<file path="config.mk">
export PLATFORM = sky130hd
export DESIGN_NAME = dic_ram
export DESIGN_NICKNAME = d
export VERILOG_FILES = /design/src/rtl/dic_ram.sv
export SDC_FILE = /design/constraint.sdc
export NUM_CORES = 1
export LEC_CHECK = 0
export BUFFER_PORTS_ARGS = -buffer_cell sky130_fd_sc_hd__buf_2
export CORE_ASPECT_RATIO = 1.4
export CORE_MARGIN = 2
export CORE_UTILIZATION = 55
export DETAILED_ROUTE_END_ITERATION = 7
export PLACE_DENSITY_LB_ADDON = 0.08
export SETUP_SLACK_MARGIN = 0.5
export SLEW_MARGIN = 20
export SYNTH_ARGS = -nofsm -noshare
export SYNTH_HDL_FRONTEND = slang
export SYNTH_SLANG_ARGS = --single-unit
</file>
<file path="constraint.sdc">
create_clock -name clk -period 3.7 [get_ports clk]
set_input_delay 0.555 -clock clk [delete_from_list [all_inputs] [get_ports clk]]
set_output_delay 0.555 -clock clk [all_outputs]
set_load 0.005 [all_outputs]
</file>
<file path="src/rtl/dic_ram.sv">
module dic_ram #(
  parameter int WIDTH = 8,
  parameter int DEPTH = 16
) (
  input  logic                     clk,
  input  logic                     we,
  input  logic [$clog2(DEPTH)-1:0] waddr,
  input  logic [WIDTH-1:0]         wdata,
  input  logic                     re,
  input  logic [$clog2(DEPTH)-1:0] raddr,
  output logic [WIDTH-1:0]         rdata
);

  logic [WIDTH-1:0] mem [DEPTH];

  always_ff @(posedge clk) begin
    if (we) begin
      mem[waddr] <= wdata;
    end
    if (re) begin
      rdata <= mem[raddr];
    end
  end

endmodule

</file>
# ---- Word level (Yosys, flattened, before mapping)
# Memory sizes are Yosys's and may differ from the RTL's. A register that Yosys moved wholly into a read port is not among the register bits.
# Index checks and enable logic that the tools add are counted.
dict set report totals {
  mem_count 1
  elab_cells 3
  register_bits 0
  inputBits 19
  romBits 0
  latch_bits 0
  ram_bits 128
}
dict set report classes {
  multipliers 0
  n_eq_ne 0
  bitwise 0
  reduce_logical 0
  n_lt_le_gt_ge 0
  n_shift 0
  add_sub_neg 0
  div_mod_pow 0
  mux 2
}
# name depth word_bits rd rd_ports_with_merged_regs wr line_no
set memory_table {}
lappend memory_table {mem 16 8 1 1 1 14} ;# logic [WIDTH-1:0] mem [DEPTH];
# op count
set op_table {}
lappend op_table {{1-bit two-way mux} 2}

# ---- Logic depth before layout (Yosys ltp)
# Gate-level depths: netlist (run 1).
dict set report logic_depth {
  word_depth 2
  mapped_depth 5
  mapped_depth_nobuf 3
}

# ---- Least setup slack after synthesis (run 1)
# OpenSTA, ideal clock, no wires.
dict set report synth_path {
  path_type {input to register}
  from {input waddr[2]}
  to {memory mem[0][0] (enable)}
  path_stages 2
  n_path_buf 0
  path_slack_ps 1652
  t_required_ps 3317
  arrival_ps 1665
  setup_ps 383
  path_cell_list {or3b_2 nor3_1}
}
# item line_no
set synth_lines {}
lappend synth_lines {{from (decl)} 7} ;# input logic [$clog2(DEPTH)-1:0] waddr,
lappend synth_lines {{to (decl)} 14}
# No word-level cell before the write port.

==> flow_summary.toml, run 1 <==
[clock_tree]
ctsResizeCount = 0
insertion_delay_ps = 420
clock-root-buffer = "clkbuf_16"
clk_path_buf_depth = 2
numCtsBuffers = 17
cts_hold_buf = 0
htreeDepth = 4
cts_tree = "done"
cts.sinks = 136
path_clk_slew_ps = 60
post_cts_buffers = 0

[synth]
syn_area_per_cell_um2 = 22.83
yosysWarnings = 0
netlist_instances = 229
synth-seq-cells = 136
synth_top_family_by_area = "multiplexers"
synthMuxAreaShare_pct = 14.79
synth_nets = 248
ys_seq_area_share_pct = 78.12
synth_fa_ha_area_share_pct = 0
yosys.area_share.simple_pct = 3.135
synth_compound_area_share_pct = 2.298
synth_xor_area_share_pct = 0
yosysUniqueCellTypes = 18
syn-cell-area_um2 = 5228

[global_routing]
grt_pass1_vias = 2538
grt_max_degree = 33
grt_overflow = 0
track_usage_pct = 21.81
grt_pass1_wl_um = 15480
antenna_found_initial = 0

[sta]
slew_headroom_pct = 36.02
skew_ps = 6.216
tightest_slew_ps = 956.2
layout_setup_ws_ps = 1673
fin_crit_ps = 2027
timing_hold_violations_final = 0
setup_tns_ps = 0
fmax_mhz = 493.4
drv_slew = 0
rsz0062_at_grt = "false"
period_share_pct = 54.78
setup_violations = 0

[placed_design]
pre_cts_slack_ps = 1241
gp_congestion = 0.7117
port_buffers = 26
place_hpwl_um = 6330

[floorplan]
floorplan.initialDensity_pct = 55.89
die-area_um2 = 10310
row_count = 42
die_h_um = 119.4
core_um2 = 9354
io_pins = 27
die_x_um = 86.40

[cells_and_area]
layout_common_cells = "edfxtp_1 (136), buf_2 (26), mux4_2 (18), clkbuf_16 (17), a22oi_1 (16)"
final_common_cell = "edfxtp_1"
drive_above_1_share_pct = 28.47
area_delta_synth_final_pct = 15.37
num_antenna_cells = 0
fillCellCount = 651
nNetsFinal = 287

[routing]
first_pass_iters = 6
drtAntennaViolNets = 0
avgRoutedWirePerCell_um = 25.89
route.detailed.drc = 0
via_per_inst = 6.151
drt_iter0_markers = 176
vias = 2405
routed_wl_um = 10120

[critical_path]
arrival_ps = 2190
cp.required_ps = 3860
critical_path_class = "primary input to flip-flop"
cp-end-kind = "flip-flop"
critPathMaxFanout = 32
cp-start-kind = "primary input"
cp_slowest_cell = "mux4_1"
cp_cell_sequence = "buf_2 > buf_4 > mux4_1 > a22oi_1 > nand2_1"
cpPeakStageDelay_ps = 660

[pwr]
seq_power_share_pct = 49.1
p_comb_share_pct = 4.2
p_sw_share_pct = 19.93
worst_ir_drop_vdd_mv = 0.4668
internal_power_uw = 2846
p_sw_uw = 708.2
cellLeakagePower_uw = 0.002010
power_frac_clock_pct = 46.7
power_density_nw_per_um2 = 589.4

[min_path]
hp-class = "primary input to flip-flop"

[run_status]
status = "finished clean"

[flow_run]
cap_violations = 0
-- cells in the mapped netlist --
cell type | number | area share (%)
nor3_1 | 4 | 0.38
nand3_1 | 1 | 0.096
edfxtp_1 | 136 | 78
nand2_1 | 9 | 0.65
clkdlybuf4s25_2 | 3 | 0.57
a22oi_1 | 16 | 2.3
and2b_1 | 1 | 0.14
buf_4 | 1 | 0.14
mux4_2 | 18 | 7.8
nor2b_1 | 1 | 0.12
buf_6 | 3 | 0.65
nor2_1 | 13 | 0.93
nand2b_1 | 2 | 0.24
or3b_2 | 1 | 0.17
and2_1 | 1 | 0.12
buf_2 | 3 | 0.29
nand3b_1 | 2 | 0.29
mux4_1 | 14 | 7.0
-- critical path: cells and delay by family --
kind,cells,cell delay [ps]
AO/OA/AOI/OAI,1,300
buffers and inverters,2,570
multiplexers,1,660
AND/OR/NAND/NOR,1,90
-- path summary, 6_finish.rpt --
check,slack [ps],cells after the start,endpoint,start
worst max-delay path,1670,5,rdata[0],raddr[0]
worst min-delay path,510,1,rdata[4],re
worst max register to register,2170,3,rdata[0],mem[1][0]
worst min register to register,750,3,rdata[6],mem[7][6]
-- layer usage --
metal,vias up,wire length [µm],GRT usage [%]
li1,1057,-,-
met1,1247,4046,28.63
met3,13,544,6.653
met2,88,5412,35.19
met4,0,118,6.836
met5,-,0,0
-- state kept, by name (all words and copies together) (netlist names) --
register,cells
mem,128
rdata,8
-- area by class of cell --
| class | instances | area [µm²] | area share (%) |
|---|---|---|---|
| clock inverters | 14 | 157.7 | 2.614 |
| flip-flops and latches | 136 | 4084 | 67.72 |
| repair buffers | 30 | 160.2 | 2.656 |
| clock buffers | 18 | 429.2 | 7.116 |
| multi-input cells | 83 | 1062 | 17.61 |
| well taps | 110 | 137.6 | 2.282 |
-- power groups by stage --
| stage | Sequential (µW) | Clock (µW) | Combinational, µW |
|---|---|---|---|
| floorplan | 1780 | 0 | 87.6 |
| global placement | 1780 | 0 | 150 |
| detailed placement | 1780 | 0 | 153 |
| CTS | 1750 | 1680 | 153 |
| global route | 1750 | 1740 | 165 |
| finish | 1750 | 1660 | 150 |
-- metrics by stage --
stage,area (µm²),total power [µW],utilization (%),instances,hold WS (ps)
after floorplan,5228,1863,-,229,653.9
after global placement,5444,1926,58.20,359,735.2
after detailed placement,5444,1930,58.20,359,745.3
after CTS,6031,3575,64.47,391,504.7
after global routing,6031,3652,64.47,391,511.3
final,6031,3554,64.47,391,510.3
-- cell families (layout without fill, tap and decap cells) --
family,Yosys count,after routing
buf+inv,10,62
mux,32,32
compound gates,16,16
simple gates,35,35
flops,136,136
Note: power is estimated with default switching activity, not from simulation.
==> run 2, diff against run 1 <==
Clock period 3.7 ns to 1.9 ns, I/O delays scaled along.
==> flow_summary.toml, run 2 (synthesis gave the netlist of run 1 again) <==
[critical_path]
cp_slowest_cell = "mux4_2"
cp-start-kind = "flip-flop"
cpPeakStageDelay_ps = 500
critical_path_class = "flip-flop to flip-flop"
cp-end-kind = "flip-flop"
cp_cell_sequence = "mux4_2 > a22oi_2 > nand2_1"
arrival_ps = 1560
critPathMaxFanout = 1
cp.required_ps = 2060

[cells_and_area]
layout_common_cells = "edfxtp_1 (136), mux4_2 (31), buf_2 (26), buf_4 (21), clkbuf_16 (17)"
top_regs = "mem x128, rdata x8"
drive_above_1_share_pct = 41.20
final_common_cell = "edfxtp_1"
area_delta_synth_final_pct = 20.56
regMostFlops = "mem"
num_antenna_cells = 0
nNetsFinal = 307
largest_reg_flops = 128

[floorplan]
die-area_um2 = 10310
core_um2 = 9354
row_count = 42
die_x_um = 86.40
die_h_um = 119.4
floorplan.initialDensity_pct = 55.89
io_pins = 27

[global_routing]
grt_pass1_wl_um = 14560
track_usage_pct = 20.47
grt_max_degree = 33
grt_overflow = 0
antenna_found_initial = 0
grt_pass1_vias = 2551

[routing]
drt_iter0_markers = 211
via_per_inst = 5.820
drtAntennaViolNets = 0
vias = 2392
avgRoutedWirePerCell_um = 22.84
routed_wl_um = 9386
route.detailed.drc = 0
first_pass_iters = 4

[sta]
slew_headroom_pct = 70.99
rsz0062_at_grt = "true"
setup_violations = 0
setup_tns_ps = 0
fmax_mhz = 711.4
layout_setup_ws_ps = 494.3
tightest_slew_ps = 435.2
fin_crit_ps = 1406
drv_slew = 0
period_share_pct = 73.99
skew_ps = 12.10
timing_hold_violations_final = 0

[placed_design]
place_hpwl_um = 6487
pre_cts_slack_ps = 110.8
port_buffers = 26
gp_congestion = 0.7644

[clock_tree]
post_cts_buffers = 0
cts.sinks = 136
cts_hold_buf = 0
htreeDepth = 4
cts_tree = "done"
numCtsBuffers = 17
insertion_delay_ps = 410
clock-root-buffer = "clkbuf_16"
clk_path_buf_depth = 2
path_clk_slew_ps = 60

[min_path]
hp-class = "primary input to flip-flop"

[pwr]
cellLeakagePower_uw = 0.002116
worst_ir_drop_vdd_mv = 0.8796
power_density_nw_per_um2 = 1162

[run_status]
status = "finished clean"

[flow_run]
cap_violations = 0
## run 2: changes by cell type in the layout (fill, tap and decap cells not counted), sizes merged
cell	previous run	this run
inv	0	1
clkinv	7	3
clkbuf	18	19
bufinv	3	6
clkinvlp	4	3
buf	30	50
## run 2: worst paths after layout
path,from,endpoint,slack [ps],depth (start not counted)
max reg2reg,mem[11][4],rdata[4],490,3
min,re,rdata[3],240,1
min reg2reg,mem[0][0],rdata[0],750,3
max,mem[11][4],rdata[4],490,3
## run 2: area by class of cell
class,count,area (µm²)
Fill cell,640,3052
Clock inverter,13,225.2
Timing Repair Buffer,50,347.8
Sequential cell,136,4084
Tap cell,110,137.6
Clock buffer,19,432.9
Multi-Input combinational cell,83,1075
## run 2: critical path: cells and delay by family (launching register included)
kind	cells	cell delay, ps
multiplexers	1	500
AO/OA/AOI/OAI	1	220
flip-flops	1	360
AND/OR/NAND/NOR	1	70
## run 2: repair_timing
action	in CTS	in global routing
pin swaps	1	1
resized for setup	5	2
setup endpoints to repair	7	8
## run 2: metal layers
metal  up-vias  track usage (%)  part of all wire (%)
met5         -                0                     0
met4         0            7.520                   1.8
met3        16            5.752                   3.4
met2        64            33.99                    54
met1      1229            25.63                    40
li1       1083                -                     -
## run 2: power breakdown
group | total (µW) | switching, µW | internal (µW)
registers | 3400 | 17.9 | 3380
clock network | 3590 | 1140 | 2450
logic | 333 | 183 | 151
## run 2: metrics by stage
step	cells	power (µW)	util, %	hold WS, ps	cell area [µm²]
2_1_floorplan	229	3646	-	383.9	5244
3_3_place_gp	379	3784	59.97	661.8	5609
3_5_place_dp	379	3793	59.97	656.5	5609
4_1_cts	411	7375	67.27	224.8	6292
5_1_grt	411	7553	67.38	228.6	6302
6_report	411	7322	67.38	237.5	6302
==> run 3, diff against run 2 <==
Settings changed: CORE_UTILIZATION 55 to 54.
Clock period 1.9 ns to 1.2 ns, I/O delays scaled along.
==> flow_summary.toml, run 3 (synthesis gave the netlist of run 1 again) <==
[sta]
tightest_slew_ps = 936.4
slew_headroom_pct = 37.34
period_share_pct = 124.4
rsz0062_at_grt = "true"
timing_hold_violations_final = 0
layout_setup_ws_ps = -293.2
setup_violations = 8
skew_ps = 6.629
drv_slew = 0
fin_crit_ps = 1493
fmax_mhz = 669.7
whs_ps = 144.2

[critical_path]
critical_path_class = "flip-flop to flip-flop"
arrival_ps = 1650
critPathMaxFanout = 1
crit_buf_inv = 1
cp-end-kind = "flip-flop"
cp.required_ps = 1360
critPathTopFamily = "multiplexers"
cp_cell_sequence = "mux4_2 > a22oi_2 > buf_4 > nand2_2"
regToRegSetupSlack_ps = -290
cpPeakStageDelay_ps = 490
cp-start-kind = "flip-flop"
cp_slowest_cell = "mux4_2"

[pwr]
cellLeakagePower_uw = 0.002275
worst_ir_drop_vdd_mv = 1.247
power_density_nw_per_um2 = 1693

[floorplan]
row_count = 42
io_pins = 27
core_um2 = 9459
die_x_um = 87.16
die_h_um = 120.4
die-area_um2 = 10490
floorplan.initialDensity_pct = 55.26

[global_routing]
grt_pass1_vias = 2778
grt_max_degree = 17
grt_pass1_wl_um = 16190
antenna_found_initial = 0
grt_overflow = 0
track_usage_pct = 22.73

[cells_and_area]
nNetsFinal = 320
drive_above_1_share_pct = 47.77
layout_common_cells = "edfxtp_1 (136), mux4_2 (32), buf_12 (23), buf_2 (21), clkbuf_16 (17)"
top_regs = "mem x128, rdata x8"
largest_reg_flops = 128
area_delta_synth_final_pct = 30.71
instances_no_fill = 424
final_common_cell = "edfxtp_1"
finalInstanceArea_um2 = 6833
num_antenna_cells = 0
regMostFlops = "mem"

[clock_tree]
numCtsBuffers = 17
insertion_delay_ps = 410
cts_tree = "done"
path_clk_slew_ps = 60
clock-root-buffer = "clkbuf_16"
clk_path_buf_depth = 2
htreeDepth = 4
cts.sinks = 136

[routing]
via_per_inst = 6.026
routed_wl_um = 10660
avgRoutedWirePerCell_um = 25.14
vias = 2555
drtAntennaViolNets = 0
drt_iter0_markers = 212
route.detailed.drc = 0
first_pass_iters = 4

[run_status]
failed_checks = "negative setup slack"
status = "finished with violations"

[placed_design]
gp_congestion = 0.7056
place_hpwl_um = 6796
port_buffers = 26
pre_cts_slack_ps = -535.8
place_area_um2 = 6086
numPlacedInstances = 391

[flow_run]
cap_violations = 0

[min_path]
hp-class = "primary input to flip-flop"
[run 3: layout make-up]
type	count	area [µm²]
sequential	136	4084
fill	559	2626
multi-input combinational	83	1205
timing repair buffer	63	772.0
clock buffer	18	429.2
clock inverter	14	205.2
tap	110	137.6
[run 3: path summary, 6_finish.rpt]
path | start | to | depth (start not counted)
max | mem[3][6] | rdata[6] | 4
min | re | rdata[7] | 1
max reg2reg | mem[3][6] | rdata[6] | 4
min reg2reg | mem[15][7] | rdata[7] | 3
[run 3: stage by stage]
stage | setup TNS, ps | util (%) | power, µW
after floorplan | -2712 | - | 5802
after global placement | -16890 | 64.34 | 6112
after detailed placement | -17800 | 64.34 | 6127
after CTS | -1884 | 72.02 | 11640
after global routing | -2165 | 72.24 | 11910
final | -1810 | 72.24 | 11570
[run 3: repair_timing]
item | 4_1_cts | 5_1_grt
hold buffers | 0 | 0
setup buffers | 1 | 0
setup endpoints to repair | 136 | 144
pin swaps | 10 | 5
gates resized for setup | 21 | 7
[run 3: report_power, final]
part	switching [µW]	internal [µW]	leakage, µW
sequential	28.7	5350	0.00124
combinational	350	333	0.000744
clock	1840	3660	0.000295
total	2220	9340	0.00228
[run 3: layer usage]
metal | track usage [%] | share of wire, % | vias up
li1 | - | - | 1111
met1 | 28.25 | 39 | 1351
met2 | 37.50 | 55 | 83
met3 | 7.167 | 4.2 | 10
met4 | 8.269 | 1.4 | 0
met5 | 0 | 0 | -
