===== src/rtl/dic_pkg.sv =====
package dic_pkg;

  // default store size, values 1 to MAX_ELEMS
  localparam int MAX_ELEMS_DEF = 1024;

  localparam int VAL_W = 11;
  localparam int CNT_W = 19;

  // op codes
  localparam logic [1:0] OP_APPEND = 2'd0;
  localparam logic [1:0] OP_DELETE = 2'd1;
  localparam logic [1:0] OP_CLEAR  = 2'd2;

  // status codes
  localparam logic [1:0] ST_OK    = 2'd0;
  localparam logic [1:0] ST_RANGE = 2'd1;
  localparam logic [1:0] ST_DUP   = 2'd2;
  localparam logic [1:0] ST_FULL  = 2'd3;

  typedef struct packed {
    logic [1:0]       op;
    logic [VAL_W-1:0] value;
  } in_word_t;

  typedef struct packed {
    logic [CNT_W-1:0] inversions_before;
    logic [CNT_W-1:0] inversions_after;
    logic [1:0]       status;
  } out_word_t;

  // sequencer to compare unit
  typedef struct packed {
    logic clear;
    logic valid;
    logic is_del;
  } cmp_ctrl_t;

endpackage


===== src/rtl/dic_cmp_unit.sv =====
module dic_cmp_unit #(
  parameter int AW = 10,
  parameter int LW = 11
) (
  input  logic              clk,
  input  dic_pkg::cmp_ctrl_t ctrl,
  input  logic [AW:0]       slot_word,
  input  logic [AW-1:0]     p,
  input  logic [AW-1:0]     pos,
  input  logic [AW-1:0]     k,
  output logic [LW-1:0]     cnt
);
  import dic_pkg::*;

  logic          alive;
  logic [AW-1:0] val;
  logic          hit;
  logic [LW-1:0] cnt_r;
  logic [LW-1:0] cnt_nxt;

  assign alive = slot_word[AW];
  assign val   = slot_word[AW-1:0];

  // append: earlier bigger values; delete: bigger before or smaller after the slot
  always_comb begin
    if (ctrl.is_del) begin
      hit = alive && (((p < pos) && (val > k)) || ((p > pos) && (val < k)));
    end else begin
      hit = alive && (val > k);
    end
  end

  always_comb begin
    cnt_nxt = cnt_r;
    if (ctrl.clear) begin
      cnt_nxt = '0;
    end else if (ctrl.valid && hit) begin
      cnt_nxt = cnt_r + LW'(1);
    end
  end

  always_ff @(posedge clk) begin
    cnt_r <= cnt_nxt;
  end

  assign cnt = cnt_r;

endmodule


===== config.mk =====
export PLATFORM = sky130hd
export DESIGN_NAME = dic_cmp_unit
export DESIGN_NICKNAME = d
export VERILOG_FILES = /design/src/rtl/dic_pkg.sv /design/src/rtl/dic_cmp_unit.sv
export SDC_FILE = /design/constraint.sdc
export NUM_CORES = 1
export LEC_CHECK = 0
export ABC_AREA = 1
export BUFFER_PORTS_ARGS = -buffer_cell sky130_fd_sc_hd__buf_2
export CORE_UTILIZATION = 45
export CTS_BUF_LIST = sky130_fd_sc_hd__clkbuf_8
export CTS_CLUSTER_DIAMETER = 30
export DETAILED_ROUTE_END_ITERATION = 8
export PLACE_DENSITY = 0.84
export SETUP_SLACK_MARGIN = 0.2
export SLEW_MARGIN = 20
export SYNTH_ARGS = -nofsm -noshare
export SYNTH_HDL_FRONTEND = slang
export SYNTH_SLANG_ARGS = --single-unit

===== constraint.sdc =====
create_clock -name clk -period 1.64 [get_ports clk]
set_clock_uncertainty 0.2 [all_clocks]
set_input_delay 0.246 -clock clk [delete_from_list [all_inputs] [get_ports clk]]
set_output_delay 0.246 -clock clk [all_outputs]
set_load 0.02 [all_outputs]

== Yosys cells after proc, flatten, opt, wreduce, memory -nomap -nowiden ==
Cells that the tools add are included.

* Add/subtract/negate cells: 1
* Reduce and logical (&&, ||, !) cells: 6
* Magnitude comparators: 4
* Mux-type cells: 1

{| class="wikitable"
|+ Operators by type and width
! operator !! count
|-
| $gt A10 B10 Y1 || 2
|-
| $lt A10 B10 Y1 || 2
|-
| $add A11 B1 Y11 const B || 1
|-
| $logic_and A1 B1 Y1 || 5
|-
| $logic_or A1 B1 Y1 || 1
|-
| $mux W1 || 1
|}

* Output and inout bits: 11
* Bits of input ports: 45
* Logic and storage cells: 13
* Register bits: 11

== Depth between registers and ports, before layout ==
Gate-level depths: netlist of run 1.

* Depth in word-level cells: 6
* Gate-level depth with buffers: 16
* Depth with buffers taken out: 15

== Worst setup path after synthesis of run 1 ==
No wires, ideal clock.

* Kind: input -> register
* Start point: in k[9]
* End point: reg cnt_r[8] (netlist: cnt[8])
* Buffers on the path: 1
* Cell stages on the path: 13
* Path slack: -0.184 ns
* Required time: 1.331 ns
* Arrival time: 1.514 ns
* Cell sequence: inv_1 ha_1 nand2_2 inv_1 a21oi_2 nand3_2 nand3_1 nand3_2 buf_6 nand3_1 nand2_1 nand2_1 nor2_1

* Word-level cells in the longest chain between the ends: 6

{| class="wikitable"
|+ Ends and longest elaborated chain
! what !! line !! source
|-
| from (decl) || dic_cmp_unit.sv:10 || <nowiki>input logic [AW-1:0] k,</nowiki>
|-
| $gt A10 B10 Y1 or $lt A10 B10 Y1 (tied branches) || dic_cmp_unit.sv:27, dic_cmp_unit.sv:29 ||
|-
| $logic_and A1 B1 Y1 || dic_cmp_unit.sv:27 || <nowiki>hit = alive && (((p < pos) && (val > k)) || ((p > pos) && (val < k)));</nowiki>
|-
| $logic_or A1 B1 Y1 || dic_cmp_unit.sv:27 ||
|-
| $logic_and A1 B1 Y1 || dic_cmp_unit.sv:27 ||
|-
| $mux W1 * || dic_cmp_unit.sv:26 || <nowiki>if (ctrl.is_del) begin</nowiki>
|-
| $logic_and A1 B1 Y1 * || dic_cmp_unit.sv:37 || <nowiki>end else if (ctrl.valid && hit) begin</nowiki>
|-
| to (signal assigned) || dic_cmp_unit.sv:43 || <nowiki>cnt_r <= cnt_nxt;</nowiki>
|-
| to (decl) || dic_cmp_unit.sv:18 || <nowiki>logic [LW-1:0] cnt_r;</nowiki>
|}

Every way passes the cells marked *; elsewhere a longest branch is shown, timed or not.
A chain may end at the register's enable or synchronous reset.

== Final worst setup path of run 1 ==
* Start point: in k[3]
* End point: reg cnt_r[7] (netlist: cnt[7])

Same word-level chain as after synthesis.

==> implementation parameters, run 1 <==
Parameter                              Value

Run status
  Run status    finished, violations left
  Violations in the final reports    setup timing

Floorplanning
  Y dimension of the die    55.7 microns
  Die ar.    3100 sq um
  Initial core utilization    0.475
  Boundary pin count    56
  Area inside the core boundary    2730 sq um
  Row cnt    19
  X dimension of the die    55.7 microns

Detailed routing
  Final antenna-violating net count    0
  Detailed Routing Iterations Pass 1    4
  Routed vias    1663
  Initial drt markers    40
  Total length of routed wires    4140 microns
  Final routed DRC violation total    0
  Wire per inst    12.9 microns
  Detailed-route vias per instance    5.18

Clock tree
  Clk_lat worst skew    0.24 ns
  Root buffer cell    sky130_fd_sc_hd__clkbuf_8
  Largest buffer count on any clock path    2
  Deepest level of the CTS H-tree    1
  Number of CTS-inserted buffers    3
  Clock tree from TritonCTS    built
  Sinks on Clock Net    11
  Reg clk slew, reported paths    0.05 ns

Synth
  Number of standard cells after synthesis    212
  Number of warnings printed during yosys synthesis    0
  Distinct cell type count of the synthesized netlist    19
  Register bit count reported by yosys    11
  Average cell area after synthesis    6.13 sq um
  Syn Nets    278
  Post-synthesis sequential area ratio    0.170
  Total standard cell area after synthesis    1300 sq um

Setup path
  Type of element capturing the critical path    register
  Highest fanout seen on the critical path    7
  Arrival time of the worst setup path    1.88 ns
  CP required    1.58 ns
  Startpoint kind of the worst setup timing path    input port
  Count of cells along the worst register-to-register path    10
  Setup Crit Path Kind    input port to register

Placement
  Port-buffer cells    55
  Final HPWL DP    2380 microns
  Final Wtd Congestion    0.846
  Post-Place Cell Area    1880 sq um

Layout
  Area Growth Syn to Fin    74.6%
  Leading cell type in the layout, fill and taps excluded    sky130_fd_sc_hd__buf_2
  Final core utilization    0.829
  Filler Cells Inserted    159
  Count of antenna diodes in the layout    0
  Post-route cell area    2270 sq um
  Number of flip-flops under the largest register name    11
  Final #Nets    357
  Leading cell types in the layout, fill and taps excluded    43 x sky130_fd_sc_hd__buf_2, 41 x sky130_fd_sc_hd__inv_1, 36 x sky130_fd_sc_hd__nand2_1
  Fraction of layout cells with a size suffix above 1    0.531

Power
  Fraction of power spent switching nets    0.350
  Combinational cell fraction of total power    0.479
  Clock network power share    0.261
  Sequential power share    0.260
  Net Sw Power    373 uW
  Int Power    694 uW
  Peak supply drop    590 uV
  Total Power    1.07 mW
  Reported leakage power    1.18 nW
  Power density over the cells    471 nW/um^2

Global route
  Number of global-route vias before repair    1580
  Sum of overflow across all layers after global routing    0
  Pin count of the biggest net entering global routing    8
  First-pass GRT wire length    6160 microns
  Antenna violations before repair    0
  Global-route total usage across every layer    0.248

Timing
  Highest clock rate    515 MHz
  Endpoints failing hold    0
  Min Tclk post-route    1.94 ns
  Worst setup slack after layout    -0.300 ns
  Fin. max-slew vios    0
  Total setup violations reported at the end of the flow    11
  Total negative slack    -2.07 ns
  Tcrit/Tclk final    1.18
  Hold slack final    0.0200 ns
  Worst slew slack as a fraction of its limit    0.658
  Slew at the pin with the worst max-slew slack    0.508 ns
  Setup repair after global routing missed its margin    true

Job
  Count of max-cap constraint violations    0

Min path
  Type of the tightest min-delay check    input port to register
  Count of cells along the worst hold path    2
[worst max-delay path, cell delays in order]
cell	delay (ns)
sky130_fd_sc_hd__buf_6	0.08
sky130_fd_sc_hd__inv_4	0.03
sky130_fd_sc_hd__ha_4	0.26
sky130_fd_sc_hd__nand2_2	0.05
sky130_fd_sc_hd__nand2_2	0.06
sky130_fd_sc_hd__nand2_2	0.05
sky130_fd_sc_hd__nand2_2	0.05
sky130_fd_sc_hd__nand2_2	0.05
sky130_fd_sc_hd__nand3_2	0.09
sky130_fd_sc_hd__nand2_2	0.06
sky130_fd_sc_hd__a21oi_4	0.28
sky130_fd_sc_hd__buf_6	0.19
sky130_fd_sc_hd__nand4_1	0.16
sky130_fd_sc_hd__nand2_1	0.15
sky130_fd_sc_hd__nor2_1	0.05
[cell families (layout without fill, tap and decap cells)]
logic type	Yosys count	count (layout)	share of synthesized area
buffers and inverters	57	134	0.176
AND/OR/NAND/NOR	116	117	0.410
AO/OA/AOI/OAI	6	6	0.0347
XOR/XNOR	1	1	0.00674
flip-flops	11	11	0.170
adder cells (fa/ha/maj)	21	21	0.202
[layout make-up]
type	instances	area, sq um	share of cell area
Clock inverter	1	3.75	0.00166
Timing Repair Buffer	75	546	0.241
Clock buffer	3	41.3	0.0182
Tap cell	31	38.8	0.0171
Inverter	55	236	0.104
Sequential cell	11	223	0.0982
Multi-Input combinational cell	145	1180	0.520
[path summary, 6_finish.rpt]
path,startpoint,to,slack [ns]
min,ctrl[2],cnt[0]$_SDFFE_PP0P_,0.02
max reg2reg,cnt[0]$_SDFFE_PP0P_,cnt[9]$_SDFFE_PP0P_,-0.26
max,k[3],cnt[7]$_SDFFE_PP0P_,-0.30
min reg2reg,cnt[10]$_SDFFE_PP0P_,cnt[10]$_SDFFE_PP0P_,0.37
[through the flow]
stage	worst slack, ns	std cells
floorplan	-0.135	212
global placement	-0.462	307
detailed placement	-0.488	307
CTS	-0.101	320
global route	-0.365	321
finish	-0.300	321
[metal layers]
metal	GRT usage	wire length, microns	share of wire
met1	0.252	1480	0.36
met4	0.143	195	0.047
met5	0	0	0
met2	0.473	2220	0.54
met3	0.0372	243	0.059
[power by group through the flow]
stage / Sequential (mW) / Combinational, mW / Clock, mW
2_1_floorplan: 0.292 / 0.237 / 0
3_3_place_gp: 0.283 / 0.352 / 0
3_5_place_dp: 0.283 / 0.362 / 0
4_1_cts: 0.278 / 0.466 / 0.280
5_1_grt: 0.278 / 0.559 / 0.293
6_report: 0.278 / 0.511 / 0.279
[cells in the mapped netlist, drive strengths merged]
library cell,count,share of area
nand2,57,0.17
inv,55,0.16
nor2,25,0.086
ha,21,0.20
nand3,19,0.085
dfxtp,11,0.17
nand4,9,0.043
a21oi,6,0.035
nor3,3,0.012
buf,2,0.017
nor4,2,0.0096
or2,1,0.0048
xnor2,1,0.0067
[repair_timing]
action,CTS,global route
endpoints found under the hold margin,0,0
pin swaps,28,24
setup buffers,8,1
hold buffers,0,0
gates resized for setup,38,29
setup endpoints to repair,11,11
cloned,1,0
No activity file was read; power rests on OpenSTA's default activity.
==> run 2: changes to the inputs <==
CELL_PAD_IN_SITES_DETAIL_PLACEMENT = 0   (was default)
CELL_PAD_IN_SITES_GLOBAL_PLACEMENT = 1   (was default)
CORE_UTILIZATION = 29   (was 45)
PLACE_DENSITY = 0.83   (was 0.84)
REMOVE_ABC_BUFFERS = 1   (was default)
==> run 2 against run 1 <==
Compared with the run above: the flow still finishes with violations (setup timing); total power shrank 3.7%; critical path type unchanged; die area grew 53%; highest routed layer unchanged; fmax grew 8.6%.
==> implementation parameters, run 2 (synthesis results as in run 1) <==
Parameter                              Value

Run status
  Run status    finished, violations left
  Violations in the final reports    setup timing

Clock tree
  Number of CTS-inserted buffers    3 (unchanged)
  Deepest level of the CTS H-tree    1 (unchanged)
  Clock tree from TritonCTS    built
  Clk_lat worst skew    0.24 ns (about the same)
  Largest buffer count on any clock path    2 (unchanged)
  Root buffer cell    sky130_fd_sc_hd__clkbuf_8
  Sinks on Clock Net    11 (unchanged)
  Reg clk slew, reported paths    0.05 ns (about the same)
  # hold bufs at CTS    0 (unchanged)

Placement
  Port-buffer cells    55 (unchanged)
  Final HPWL DP    2330 microns (-2.2%)
  Final Wtd Congestion    0.807 (-4.6%)
  Post-Place Cell Area    1740 sq um (-7.3%)

Floorplanning
  X dimension of the die    68.9 microns (+24%)
  Y dimension of the die    68.9 microns (+24%)
  Initial core utilization    0.313 (-0.162)
  Row cnt    23 (+4)
  Boundary pin count    56 (unchanged)
  Area inside the core boundary    4140 sq um (+52%)
  Die ar.    4750 sq um (+53%)

Layout
  Count of antenna diodes in the layout    0 (unchanged)
  Post-route cell area    2270 sq um (about the same)
  Final #Nets    355 (-0.56%)
  Fraction of layout cells with a size suffix above 1    0.490 (-0.0415)
  Area Growth Syn to Fin    74.7% (about the same)
  Filler Cells Inserted    404 (+150%)
  Leading cell types in the layout, fill and taps excluded    44 x sky130_fd_sc_hd__inv_1, 44 x sky130_fd_sc_hd__buf_2, 42 x sky130_fd_sc_hd__nand2_1
  Number of flip-flops under the largest register name    11 (unchanged)

Detailed routing
  Final antenna-violating net count    0 (unchanged)
  Routed vias    1503 (-9.6%)
  Detailed Routing Iterations Pass 1    4 (unchanged)
  Initial drt markers    45 (+13%)
  Detailed-route vias per instance    4.45 (-14%)
  Wire per inst    10.1 microns (-22%)
  Final routed DRC violation total    0 (unchanged)
  Total length of routed wires    3420 microns (-17%)

Global route
  Number of global-route vias before repair    1198 (-24%)
  Global-route total usage across every layer    0.132 (-0.116)
  Met3 GRT Util    0.0313 (-0.00596)
  First-pass GRT wire length    4750 microns (-23%)
  Global-route met1 utilization    0.155 (-0.0968)
  Grt peak-use layer    met2
  Pin count of the biggest net entering global routing    17 (+9)
  Sum of overflow across all layers after global routing    0 (unchanged)
  Antenna violations before repair    0 (unchanged)
  GR Util met2    0.238 (-0.235)

Power
  Peak supply drop    305 uV (-48%)
  Int Power    682 uW (-1.8%)
  Clock network power share    0.266 (+0.005)
  Sequential power share    0.273 (+0.013)
  Combinational cell fraction of total power    0.461 (-0.018)
  Net Sw Power    346 uW (-7.3%)
  Fraction of power spent switching nets    0.337 (-0.0129)
  Power density over the cells    453 nW/um^2 (-3.8%)
  Reported leakage power    1.21 nW (+2.4%)

Timing
  Total negative slack    -1.50 ns (+0.570 ns)
  Tcrit/Tclk final    1.09 (-0.0937)
  Slew at the pin with the worst max-slew slack    0.483 ns (-0.0254 ns)
  Endpoints failing hold    0 (unchanged)
  Highest clock rate    560 MHz (+8.6%)
  Setup repair after global routing missed its margin    true
  Worst slew slack as a fraction of its limit    0.675 (+0.0171)
  Fin. max-slew vios    0 (unchanged)
  Total setup violations reported at the end of the flow    11 (unchanged)
  Min Tclk post-route    1.79 ns (-0.154 ns)
  Worst setup slack after layout    -0.147 ns (+0.154 ns)

Min path
  Type of the tightest min-delay check    input port to register

Setup path
  Type of element capturing the critical path    register
  Arrival time of the worst setup path    1.77 ns (-0.11 ns)
  Startpoint kind of the worst setup timing path    input port
  Setup Crit Path Kind    input port to register
  Highest fanout seen on the critical path    8 (+1)
  CP required    1.62 ns (+0.04 ns)

Job
  Count of max-cap constraint violations    0 (unchanged)
-- run 2: changes by cell type in the layout (fill, tap and decap cells not counted), moves of 4 or more --
cell	delta
sky130_fd_sc_hd__buf_6	-6
sky130_fd_sc_hd__nand2_1	+6
sky130_fd_sc_hd__nand3_2	-4
sky130_fd_sc_hd__nand2_2	-8
-- run 2: worst max-delay path, cell delays in order --
cell and delay [ns]:
sky130_fd_sc_hd__buf_2 0.11, sky130_fd_sc_hd__ha_4 0.27, sky130_fd_sc_hd__nand2_4 0.05, sky130_fd_sc_hd__nor2_4 0.11
sky130_fd_sc_hd__nand3_2 0.10, sky130_fd_sc_hd__nand3_2 0.08, sky130_fd_sc_hd__buf_6 0.10, sky130_fd_sc_hd__nand2_4 0.04
sky130_fd_sc_hd__a21oi_4 0.20, sky130_fd_sc_hd__buf_12 0.16, sky130_fd_sc_hd__nand3_4 0.07, sky130_fd_sc_hd__nand2_2 0.07
sky130_fd_sc_hd__nand2_1 0.04, sky130_fd_sc_hd__nor2_1 0.09
-- run 2: timing repair --
action	CTS	global route
pin swaps	1	43
gates cloned	0	1
gates resized for setup	15	72
setup endpoints to repair	11	11
hold endpoints to repair	0	0
setup buffers	1	2
-- run 2: per-stage QoR --
stage | util | setup slack [ns] | cells | total power, mW | hold WS (ns)
final | 0.547 | -0.147 | 338 | 1.03 | 0.0319
after global routing | 0.547 | -0.264 | 338 | 1.11 | 0.0264
after CTS | 0.457 | -0.125 | 335 | 0.908 | 0.0321
after detailed placement | 0.420 | -0.478 | 330 | 0.592 | 0.288
after global placement | 0.420 | -0.455 | 330 | 0.590 | 0.286
after floorplan | - | -0.250 | 210 | 0.463 | 0.118
-- run 2: area by class of cell --
cell class	instances	area, sq um	share of cell area
multi-input cells	144	1190	0.523
flip-flops and latches	11	226	0.0998
well taps	50	62.6	0.0276
inverters	55	211	0.0932
clock inverters	1	3.75	0.00165
clock buffers	3	41.3	0.0182
repair buffers	74	536	0.236
-- run 2: final timing paths --
path | depth (start not counted) | startpoint | slack, ns | to
max | 14 | slot_word[8] | -0.15 | cnt[4]$_SDFFE_PP0P_
min reg2reg | 4 | cnt[10]$_SDFFE_PP0P_ | 0.34 | cnt[10]$_SDFFE_PP0P_
max reg2reg | 9 | cnt[1]$_SDFFE_PP0P_ | -0.10 | cnt[10]$_SDFFE_PP0P_
min | 2 | ctrl[2] | 0.03 | cnt[0]$_SDFFE_PP0P_
-- run 2: metal layers --
layer,vias to the layer above,wire [microns],share of wire
li1,808,-,-
met1,658,1440,0.42
met2,33,1800,0.53
met3,4,146,0.043
met4,0,31,0.0091
met5,-,0,0
-- run 2: power groups by stage --
stage / sequential [mW] / combinational [mW] / clock, mW
2_1_floorplan: 0.292 / 0.171 / 0
3_3_place_gp: 0.283 / 0.308 / 0
3_5_place_dp: 0.283 / 0.310 / 0
4_1_cts: 0.277 / 0.350 / 0.281
5_1_grt: 0.281 / 0.527 / 0.303
6_report: 0.281 / 0.474 / 0.273
==> run 3: changes to the inputs <==
BUFFER_PORTS_ARGS = -buffer_cell sky130_fd_sc_hd__buf_4   (was -buffer_cell sky130_fd_sc_hd__buf_2)
GPL_TIMING_DRIVEN = 0   (was default)
==> run 3 against run 2 <==
Compared with the run above: the flow finishes with violations (hold timing, setup timing); worst hold slack got worse by 0.034 ns; core utilization increased by 2.1 points; via count decreased by 0.73%; clock power increased by 2%; critical path type is now register to register; largest power group unchanged.
==> implementation parameters, run 3 (synthesis results as in run 1) <==
Parameter                              Value

Setup path
  Arrival time of the worst setup path    1.70 ns (-0.07 ns)
  Type of element capturing the critical path    register
  Count of cells along the worst register-to-register path    8 (-1)
  Setup Crit Path Kind    register to register
  Reg2reg setup slack    -0.12 ns (-0.02 ns)
  Startpoint kind of the worst setup timing path    register
  CP required    1.58 ns (-0.04 ns)
  Highest fanout seen on the critical path    5 (-3)

Layout
  Fraction of layout cells with a size suffix above 1    0.532 (+0.0428)
  Post-route cell area    2360 sq um (+3.9%)
  Leading cell types in the layout, fill and taps excluded    44 x sky130_fd_sc_hd__buf_4, 41 x sky130_fd_sc_hd__inv_1, 37 x sky130_fd_sc_hd__nand2_1
  Area Growth Syn to Fin    81.5%
  Final #Nets    345 (-2.8%)
  Leading cell type in the layout, fill and taps excluded    sky130_fd_sc_hd__buf_4
  Number of flip-flops under the largest register name    11 (unchanged)
  Final core utilization    0.569 (+0.0214)
  Count of antenna diodes in the layout    0 (unchanged)

Min path
  Count of cells along the worst hold path    2 (unchanged)
  Type of the tightest min-delay check    input port to register

Floorplanning
  Row cnt    23 (unchanged)
  X dimension of the die    68.9 microns (unchanged)
  Die ar.    4750 sq um (unchanged)
  Boundary pin count    56 (unchanged)
  Area inside the core boundary    4140 sq um (unchanged)
  Y dimension of the die    68.9 microns (unchanged)
  Initial core utilization    0.313 (unchanged)

Placement
  Final HPWL DP    2310 microns (-0.63%)
  Port-buffer cells    55 (unchanged)
  Final Wtd Congestion    0.730 (-9.6%)
  Post-Place Cell Area    1750 sq um (+0.72%)

Global route
  Sum of overflow across all layers after global routing    0 (unchanged)
  First-pass GRT wire length    5870 microns (+23%)
  Global-route total usage across every layer    0.163 (+0.0307)
  Number of global-route vias before repair    1456 (+22%)
  Antenna violations before repair    0 (unchanged)
  Pin count of the biggest net entering global routing    9 (-8)

Timing
  Tcrit/Tclk final    1.07 (-0.0191)
  Hold slack final    -0.00204 ns (-0.0339 ns)
  Endpoints failing hold    1 (+1)
  Slew at the pin with the worst max-slew slack    0.388 ns (-0.0949 ns)
  Worst slew slack as a fraction of its limit    0.739 (+0.0639)
  Min Tclk post-route    1.76 ns (-0.0314 ns)
  Total negative slack    -1.06 ns (+0.437 ns)
  Fin. max-slew vios    0 (unchanged)
  Highest clock rate    570 MHz (+1.8%)
  Setup repair after global routing missed its margin    true
  Total setup violations reported at the end of the flow    11 (unchanged)
  Worst setup slack after layout    -0.115 ns (+0.0314 ns)

Clock tree
  Sinks on Clock Net    11 (unchanged)
  Clock tree from TritonCTS    built
  Number of CTS-inserted buffers    3 (unchanged)
  # hold bufs at CTS    0 (unchanged)
  Largest buffer count on any clock path    2 (unchanged)
  Clk_lat worst skew    0.24 ns (about the same)
  Root buffer cell    sky130_fd_sc_hd__clkbuf_8
  Deepest level of the CTS H-tree    1 (unchanged)
  Reg clk slew, reported paths    0.05 ns (about the same)

Detailed routing
  Final antenna-violating net count    0 (unchanged)
  Total length of routed wires    3580 microns (+4.6%)
  Detailed-route vias per instance    4.55 (+2.3%)
  Detailed Routing Iterations Pass 1    4 (unchanged)
  Initial drt markers    49 (+8.9%)
  Final routed DRC violation total    0 (unchanged)
  Routed vias    1492 (-0.73%)
  Wire per inst    10.9 microns (+7.8%)

Power
  Power density over the cells    451 nW/um^2 (-0.47%)
  Peak supply drop    403 uV (+32%)
  Total Power    1.06 mW (+3.4%)
  Reported leakage power    1.14 nW (-5.2%)

Run status
  Violations in the final reports    hold timing, setup timing
  Run status    finished, violations left

Job
  Count of max-cap constraint violations    0 (unchanged)
-- run 3: area by class of cell --
type	instances	area, sq um
clock buffer	3	41.3
clock inverter	1	3.75
sequential	11	234
fill	419	1790
tap	50	62.6
inverter	55	211
timing repair buffer	62	551
multi-input combinational	146	1250
-- run 3: report_power, final --
part           internal (mW)  switching, mW  total [mW]
Clock                  0.165          0.113       0.279
Combinational          0.257          0.245       0.502
Sequential             0.272        0.00916       0.282
Total                  0.695          0.368        1.06
-- run 3: per-stage QoR --
stage          cells  setup WS, ns
2_1_floorplan    210        -0.250
3_3_place_gp     315        -0.614
3_5_place_dp     315        -0.591
4_1_cts          325        -0.113
5_1_grt          328        -0.247
6_report         328        -0.115
-- run 3: final timing paths --
path	from	endpoint
max	cnt[0]$_SDFFE_PP0P_	cnt[10]$_SDFFE_PP0P_
min	ctrl[2]	cnt[0]$_SDFFE_PP0P_
max reg2reg	cnt[0]$_SDFFE_PP0P_	cnt[10]$_SDFFE_PP0P_
min reg2reg	cnt[10]$_SDFFE_PP0P_	cnt[10]$_SDFFE_PP0P_
-- run 3: worst max-delay path: stages (launching register included) --
cell	delay (ns)
sky130_fd_sc_hd__dfxtp_4	0.38
sky130_fd_sc_hd__ha_4	0.15
sky130_fd_sc_hd__nand2_2	0.08
sky130_fd_sc_hd__nor3_2	0.15
sky130_fd_sc_hd__nand3_2	0.14
sky130_fd_sc_hd__nor4_4	0.32
sky130_fd_sc_hd__nand4_1	0.13
sky130_fd_sc_hd__nand2_1	0.08
sky130_fd_sc_hd__nor2_1	0.04
-- run 3: what timing repair did --
action                     4_1_cts  5_1_grt
setup endpoints to repair       11       11
gates cloned                     2        0
pin swaps                       36       27
setup buffers                    4        3
resized for setup               79       27
-- run 3: per-layer routing --
metal | routed length, microns | share of wire | vias to the layer above | global-route usage
li1 | - | - | 788 | -
met1 | 1460 | 0.41 | 665 | 0.187
met2 | 1890 | 0.53 | 37 | 0.299
met3 | 201 | 0.056 | 2 | 0.0378
met4 | 17 | 0.0048 | 0 | 0.0383
met5 | 0 | 0 | - | 0
